`config.mk`:
```
export PLATFORM = sky130hd
export DESIGN_NAME = btic_addr_split
export DESIGN_NICKNAME = d
export VERILOG_FILES = /design/src/hw/rtl/btic_pkg.sv /design/src/hw/rtl/btic_addr_split.sv
export SDC_FILE = /design/constraint.sdc
export NUM_CORES = 1
export LEC_CHECK = 0
export ABC_AREA = 1
export ABC_CLOCK_PERIOD_IN_PS = 800
export BUFFER_PORTS_ARGS = -buffer_cell sky130_fd_sc_hd__buf_4
export CAP_MARGIN = 20
export CORE_MARGIN = 1.5
export CORE_UTILIZATION = 30
export DETAILED_ROUTE_END_ITERATION = 12
export GPL_TIMING_DRIVEN = 0
export PLACE_DENSITY = 0.59
export SLEW_MARGIN = 0
export SYNTH_ARGS = -nofsm -noshare
export SYNTH_HDL_FRONTEND = slang
export SYNTH_SLANG_ARGS = --single-unit
```
`constraint.sdc`:
```
create_clock -name clk -period 0.8 [get_ports clk]
set_clock_uncertainty 0.05 [all_clocks]
set_input_delay 0 -clock clk [delete_from_list [all_inputs] [get_ports clk]]
set_output_delay 0 -clock clk [all_outputs]
set_load 0.01 [all_outputs]
```
`src/hw/rtl/btic_pkg.sv`:
```
`timescale 1ns / 1ps

package btic_pkg;

  localparam int WAYS_DEF = 4;
  localparam int SETS_DEF = 16;
  localparam int WPE_DEF  = 2;

  localparam int PC_W    = 32;
  localparam int INSTR_W = 32;
  localparam int CNT_W   = 2;
  localparam int WADDR_W = 30;

  localparam logic ACT_READ   = 1'b0;
  localparam logic ACT_UPDATE = 1'b1;

  typedef enum logic [1:0] {
    ST_IDLE,
    ST_SPLIT,
    ST_WB
  } state_t;

  function automatic int plru_width(input int ways);
    return (ways >= 8) ? 7 : 3;
  endfunction

  function automatic int tag_width(input int sets);
    return WADDR_W - $clog2(sets + 1) + 1;
  endfunction

endpackage

```
`src/hw/rtl/btic_addr_split.sv`:
```
`timescale 1ns / 1ps

module btic_addr_split #(
  parameter int SETS  = btic_pkg::SETS_DEF,
  parameter int SET_W = $clog2(btic_pkg::SETS_DEF),
  parameter int TAG_W = btic_pkg::tag_width(btic_pkg::SETS_DEF)
) (
  input  logic                      clk,
  input  logic                      rst_n,
  input  logic                      start_i,
  input  logic [btic_pkg::PC_W-1:0] word_i,
  output logic                      done_o,
  output logic [SET_W-1:0]          set_o,
  output logic [TAG_W-1:0]          tag_o
);

  localparam bit IS_POW2 = (SETS & (SETS - 1)) == 0;

  generate
    if (IS_POW2) begin : g_pow2
      logic [SET_W-1:0] set_r;
      logic [TAG_W-1:0] tag_r;

      always_ff @(posedge clk) begin
        if (start_i) begin
          set_r <= word_i[SET_W-1:0];
          tag_r <= word_i[SET_W +: TAG_W];
        end
      end

      assign done_o = 1'b1;
      assign set_o  = set_r;
      assign tag_o  = tag_r;
    end else begin : g_div
      localparam int WW     = btic_pkg::WADDR_W;
      localparam int RW     = btic_pkg::PC_W;
      localparam int PROD_W = WW + RW;
      localparam int SH     = WW + SET_W;
      localparam longint RECIP = ((longint'(1) << SH) + longint'(SETS) - 1) / longint'(SETS);
      localparam logic [RW-1:0] RECIP_V = RW'(RECIP);
      localparam logic [WW-1:0] SETS_V  = WW'(SETS);

      logic              quo_pend_r;
      logic              rem_pend_r;
      logic [WW-1:0]     word_r;
      logic [WW-1:0]     quo_r;
      logic [SET_W-1:0]  rem_r;
      logic [PROD_W-1:0] prod;
      logic [WW-1:0]     back;

      assign prod = {{WW{1'b0}}, RECIP_V} * {{RW{1'b0}}, word_r};
      assign back = quo_r * SETS_V;

      always_ff @(posedge clk) begin
        if (!rst_n) begin
          quo_pend_r <= 1'b0;
          rem_pend_r <= 1'b0;
        end else begin
          quo_pend_r <= start_i;
          rem_pend_r <= quo_pend_r;
        end
      end

      always_ff @(posedge clk) begin
        if (start_i) begin
          word_r <= word_i[WW-1:0];
        end
        if (quo_pend_r) begin
          quo_r <= WW'(prod >> SH);
        end
        if (rem_pend_r) begin
          rem_r <= SET_W'(word_r - back);
        end
      end

      assign done_o = !quo_pend_r && !rem_pend_r;
      assign set_o  = rem_r;
      assign tag_o  = quo_r[TAG_W-1:0];
    end
  endgenerate

endmodule

```
; Word level (Yosys, flattened, before mapping)
; Index checks and enable logic that the tools add are counted.
[totals]
register_bits = 30
inputBits = 35
wordCells = 2

; Logic depth before layout (Yosys ltp)
; Gate-level depths: netlist of run 1.
[depth]
ltp_word = 0
ltp_mapped = 1
ltp_nobuf = 0

; Worst setup path before layout of run 1
; OpenSTA, ideal clock, no wires.
[synth_timing]
path_type = register -> output
start = register g_pow2.set_r[0], in the netlist set_o[0]
end = output set_o[0]
arrival_time_ns = 0.394
required_time_ns = 0.750
setup_slack_ns = 0.356
stages_incl_launch_ff = 1
path_cell_list = edfxtp_1
[synth_lines]
columns = item, line_no
row1 = start: declaration, btic_addr_split.sv:21  ; logic [SET_W-1:0] set_r;
row2 = start signal: assignment, btic_addr_split.sv:26  ; set_r <= word_i[SET_W-1:0];
row3 = end: declaration, btic_addr_split.sv:13  ; output logic [SET_W-1:0] set_o,
; No word-level cell between the ends.

; Worst setup path in the final report of run 1
[layout_timing]
start = register g_pow2.tag_r[6], in the netlist tag_o[6]
end = output tag_o[6]
[layout_lines]
columns = item, line_no
row1 = start: declaration, btic_addr_split.sv:22  ; logic [TAG_W-1:0] tag_r;
row2 = start signal: assignment, btic_addr_split.sv:27  ; tag_r <= word_i[SET_W +: TAG_W];
row3 = end: declaration, btic_addr_split.sv:14  ; output logic [TAG_W-1:0] tag_o
; No word-level cell between the ends.

==> flow_summary.yaml, run 1 <==
status:
  failed_checks: "design-rule violations, negative setup slack"
  outcome: "complete, but fails checks"
critical_path:
  first_element_of_the_critical_path: "tag_o[6]$_DFFE_PP_"
  crit_arrival_ns: 0.86
  path_delay_family: "flip-flops"
  timing_worst_setup_path_type: "flip-flop to output pin"
  worst-path-max-fanout: 1
  critPathCaptureType: "output pin"
  slowest_delay_ns: 0.40
  critical_path.startpoint_type: "flip-flop"
  cp_slowest_cell: "sky130_fd_sc_hd__edfxtp_1"
  crit_path_buffers_inverters: 1
  worstPathRequired_ns: 0.75
  cell_breakdown_of_the_critical_path: "buf_6"
grt:
  grt_max_degree: 31
  vias_in_the_first_global_route: 704
  wire_length_of_the_first_global_routing_pass_um: 3220
  number_of_antenna_violations_at_the_first_check_in_global_routing: 0
  grt.overflow.total: 0
  global_route.usage.total: 0.138
clock_network:
  clockBufferDepth: 2
  clkSlewWorstSetupHoldPaths_ns: 0.08
  cts_root_buf: "sky130_fd_sc_hd__clkbuf_4"
  postCtsSetupRepairBufs: 0
  h-tree-depth: 2
  cts.sink_count: 30
  tritoncts: "done"
  cts_made_buffers: 5
job:
  max_cap_violations: 0
synthesis:
  async_reset_ff_frac: 0
  synth_area_leaders: "sky130_fd_sc_hd__edfxtp_1 99%, sky130_fd_sc_hd__buf_4 0.82%, sky130_fd_sc_hd__conb_1 0.41%"
  synth.largest_area_cell: "sky130_fd_sc_hd__edfxtp_1"
  post-synth-top-area-fraction: 0.988
  ys_top_cells_by_count: "30 x sky130_fd_sc_hd__edfxtp_1, 1 x sky130_fd_sc_hd__buf_4, 1 x sky130_fd_sc_hd__conb_1"
  ys_warns: 0
  ys_dominant_reg_cell: "sky130_fd_sc_hd__edfxtp_1"
  number_of_enable_flip_flop_cells_after_synthesis: 30
  synth.avg_cell_area_um2: 28.5
  synth.lib_cells_used.distinct: 3
  synthesis.instances: 32
  register_bit_count_reported_by_yosys: 30
  most_common_cell_in_the_netlist: "sky130_fd_sc_hd__edfxtp_1"
  synthesis.area_um2: 912
  syn_nets: 67
  synth_sequential_area_ratio: 0.988
min_path:
  hold_path.class: "input port to flip-flop"
  min-delay-start: "start_i"
floorplan:
  top_level_pins: 66
  die_h_um: 58.1
  floorplan.core_area_mm2: 0.00283
  row_count: 19
  dieWidth_um: 58.1
  initial_utilization: 0.322
  die-area_mm2: 0.00338
power:
  total_power_w: 0.00326
  power_density_mw_per_mm2: 1760
  total_leakage_power_nw: 0.777
  vdd_drop_max_mv: 1.22
layout:
  layout.cells.non_filler: 161
  num-nets-final: 165
  multi_input_comb_area_um2: 3.75
  layout.filler_cells: 202
  antenna_cells: 0
  area_delta_synth_final_pct: 103
  drive_gt1_frac: 0.515
  layout.area.seq_um2: 901
place:
  gp_congestion: 0.658
  port_buffers: 61
  dp_cells: 124
  dpl_worst_slack_ns: 0.0524
timing:
  finalCritPeriodShare: 1.13
  finalWorstPathRequiredPeriod_ns: 0.906
  timing.final.max_slew_violations: 0
  worst_slack_ns: -0.106
  fin_hold_ws_ns: 0.0722
  rsz0062_at_grt: "yes"
  max_freq_mhz: 1100
  setup_viol_count_final: 30
  hold_violations: 0
  totalNegativeSetupSlack_ns: -2.42
routing:
  dr.first_iter.drc_count: 29
  drt_drc_violations_left: 6
  detailroute.via_count: 664
  drt.antenna.violating_nets: 0
  drt_wl_total_um: 2160
  detailed_router_iteration_count_before_antenna_repair: 11
  vias_per_cell: 4.12
  post_drt_wl_per_cell_um: 13.4
-- final cells by class --
cell class	instances	area share
flip-flops and latches	30	0.486
plain buffers	1	0.00405
repair buffers	91	0.462
clock buffers	7	0.0243
well taps	31	0.0209
multi-input cells	1	0.00203
-- logic make-up after synthesis --
logic type,synth area share
buffers and inverters,0.00823
DFF,0.988
other,0.00411
-- registers in the layout, indices dropped and copies added (netlist names) --
| name | count |
|---|---|
| tag_o | 26 |
| set_o | 4 |
-- report_power, final --
part	internal [W]	leakage (nW)	switching [W]
combinational	0.000390	0.458	0.000183
clock	0.000331	0.0254	0.000440
sequential	0.00187	0.294	0.0000518
-- final timing paths --
kind	end	cells after the start
max	tag_o[6]	1
min	tag_o[12]$_DFFE_PP_	1
-- layer usage --
layer,track usage,up-vias,part of all wire
li1,-,318,-
met4,0.0598,0,0.011
met1,0.147,291,0.37
met2,0.219,50,0.50
met5,0,-,0
met3,0.0826,5,0.11
-- metrics by stage --
| step | util | instance area, µm² |
|---|---|---|
| after floorplan | - | 912 |
| after global placement | 0.498 | 1410 |
| after detailed placement | 0.498 | 1410 |
| after CTS | 0.636 | 1800 |
| after global routing | 0.655 | 1850 |
| final | 0.655 | 1850 |
-- placed cells by master, fill, tap and decap left out, drive strengths merged --
master       Yosys  layout
edfxtp          30      30
conb             1       1
dlygate4sd3      0      30
clkbuf           0       7
buf              1      62
-- repair_timing --
action	in CTS	in global routing
hold buffers	30	0
endpoints found under the setup margin	30	30
gates resized for setup	12	14
endpoints found under the hold margin	30	0
pin swaps	0	0
Power figures use the tool's default switching activity.
==> run 2: changes to the inputs <==
Settings changed: CELL_PAD_IN_SITES_DETAIL_PLACEMENT set to 1, CELL_PAD_IN_SITES_GLOBAL_PLACEMENT set to 1, PLACE_DENSITY 0.59 to 0.73.
==> flow_summary.yaml, run 2 (synthesis results as in run 1) <==
floorplan:
  top_level_pins: 66
  dieWidth_um: 58.1
  die_h_um: 58.1
  floorplan.core_area_mm2: 0.00283
  initial_utilization: 0.322
  row_count: 19
  die-area_mm2: 0.00338
status:
  outcome: "complete, but fails checks"
  failed_checks: "design-rule violations, negative setup slack"
clock_network:
  tritoncts: "done"
  cts_made_buffers: 5
  cts_root_buf: "sky130_fd_sc_hd__clkbuf_4"
  h-tree-depth: 2
  cts.sink_count: 30
  clockBufferDepth: 2
  clkSlewWorstSetupHoldPaths_ns: 0.09
critical_path:
  critical_path.startpoint_type: "flip-flop"
  first_element_of_the_critical_path: "tag_o[13]$_DFFE_PP_"
  path_delay_family: "flip-flops"
  cp.depth: 1
  cp_slowest_cell: "sky130_fd_sc_hd__edfxtp_1"
  crit_path_buffers_inverters: 1
  critPathCaptureType: "output pin"
  crit_arrival_ns: 0.86
  timing_worst_setup_path_type: "flip-flop to output pin"
  slowest_delay_ns: 0.41
  last_element_of_the_critical_path: "tag_o[13]"
  cell_breakdown_of_the_critical_path: "buf_6"
  worstPathRequired_ns: 0.75
  worst-path-max-fanout: 1
min_path:
  hold_path.class: "input port to flip-flop"
layout:
  max_ffs_per_register: 26
  area_delta_synth_final_pct: 105
  layout.area.seq_um2: 901
  drive_gt1_frac: 0.511
  layout_commonest_cell: "sky130_fd_sc_hd__buf_4"
  num-nets-final: 165
  final_cell_mix: "33 x sky130_fd_sc_hd__buf_4, 30 x sky130_fd_sc_hd__dlygate4sd3_1, 30 x sky130_fd_sc_hd__edfxtp_1, 29 x sky130_fd_sc_hd__buf_6, 5 x sky130_fd_sc_hd__clkbuf_4"
  multi_input_comb_area_um2: 3.75
  antenna_cells: 0
  layout.filler_cells: 256
power:
  total_leakage_power_nw: 0.783
  total_power_w: 0.00329
  power_density_mw_per_mm2: 1760
  vdd_drop_max_mv: 0.942
job:
  max_cap_violations: 0
routing:
  routed-wl-met2_um: 1450
  dr.first_iter.drc_count: 7
  post_drt_wl_per_cell_um: 14.5
  detailed_router_iteration_count_before_antenna_repair: 8
  drt.antenna.violating_nets: 0
  route.layer.met1.wl_um: 747
  drt_wl_total_um: 2350
  drt_drc_violations_left: 3
  met3WireLength_um: 91
  detailroute.via_count: 685
  top_layer: "met4"
  vias_per_cell: 4.23
timing:
  finalCritPeriodShare: 1.14
  totalNegativeSetupSlack_ns: -2.79
  max_freq_mhz: 1100
  setup_viol_count_final: 30
  finalWorstPathRequiredPeriod_ns: 0.912
  rsz0062_at_grt: "yes"
  worst_slack_ns: -0.112
  timing.final.max_slew_violations: 0
  hold_violations: 0
grt:
  grt_max_degree: 31
  vias_in_the_first_global_route: 734
  grt.overflow.total: 0
  global_route.usage.total: 0.153
  wire_length_of_the_first_global_routing_pass_um: 3480
  number_of_antenna_violations_at_the_first_check_in_global_routing: 0
place:
  port_buffers: 61
  gp_congestion: 0.575
==> run 2: per-stage QoR <==
step	instances	setup WS [ns]	hold slack [ns]	instance area, µm²	util
after floorplan	32	0.356	0.0489	912	-
after global placement	124	0.0834	0.128	1410	0.498
after detailed placement	124	0.0442	0.129	1410	0.498
after CTS	162	-0.134	0.0734	1840	0.649
after global routing	162	-0.163	0.0665	1870	0.660
final	162	-0.112	0.0742	1870	0.660
==> run 2: timing repair <==
action / in CTS / in global routing
gates resized for setup: 21 / 8
gates cloned: 0 / 0
pin swaps: 0 / 0
endpoints found under the setup margin: 30 / 30
hold buffers: 30 / 0
hold endpoints to repair: 30 / 0
setup buffers: 0 / 0
==> run 2: final cells by class <==
type / count / area share
clock inverter: 3 / 0.00603
sequential: 30 / 0.483
tap: 31 / 0.0208
buffer: 1 / 0.00402
clock buffer: 5 / 0.0201
timing repair buffer: 91 / 0.464
multi-input combinational: 1 / 0.00201
==> run 2: how the worst min path moves through the flow <==
| stage | startpoint | to | slack [ns] | depth (start not counted) |
|---|---|---|---|---|
| after floorplan | word_i[0] | set_o[0]$_DFFE_PP_ | 0.05 | 0 |
| after global placement | word_i[28] | tag_o[24]$_DFFE_PP_ | 0.13 | 1 |
| after detailed placement | word_i[17] | tag_o[13]$_DFFE_PP_ | 0.13 | 1 |
| after CTS | start_i | set_o[2]$_DFFE_PP_ | 0.07 | 1 |
| after global routing | start_i | tag_o[0]$_DFFE_PP_ | 0.07 | 1 |
| final | start_i | tag_o[11]$_DFFE_PP_ | 0.07 | 1 |
==> run 2: power by group <==
part           internal [W]  leakage (nW)  switching [W]
sequential          0.00187         0.294      0.0000561
combinational      0.000397         0.462       0.000185
clock              0.000312        0.0277       0.000472
==> run 2: per-layer routing <==
layer  GRT usage  up-vias
li1            -      319
met1       0.134      333
met2       0.294       26
met3      0.0379        7
met4       0.110        0
met5           0        -
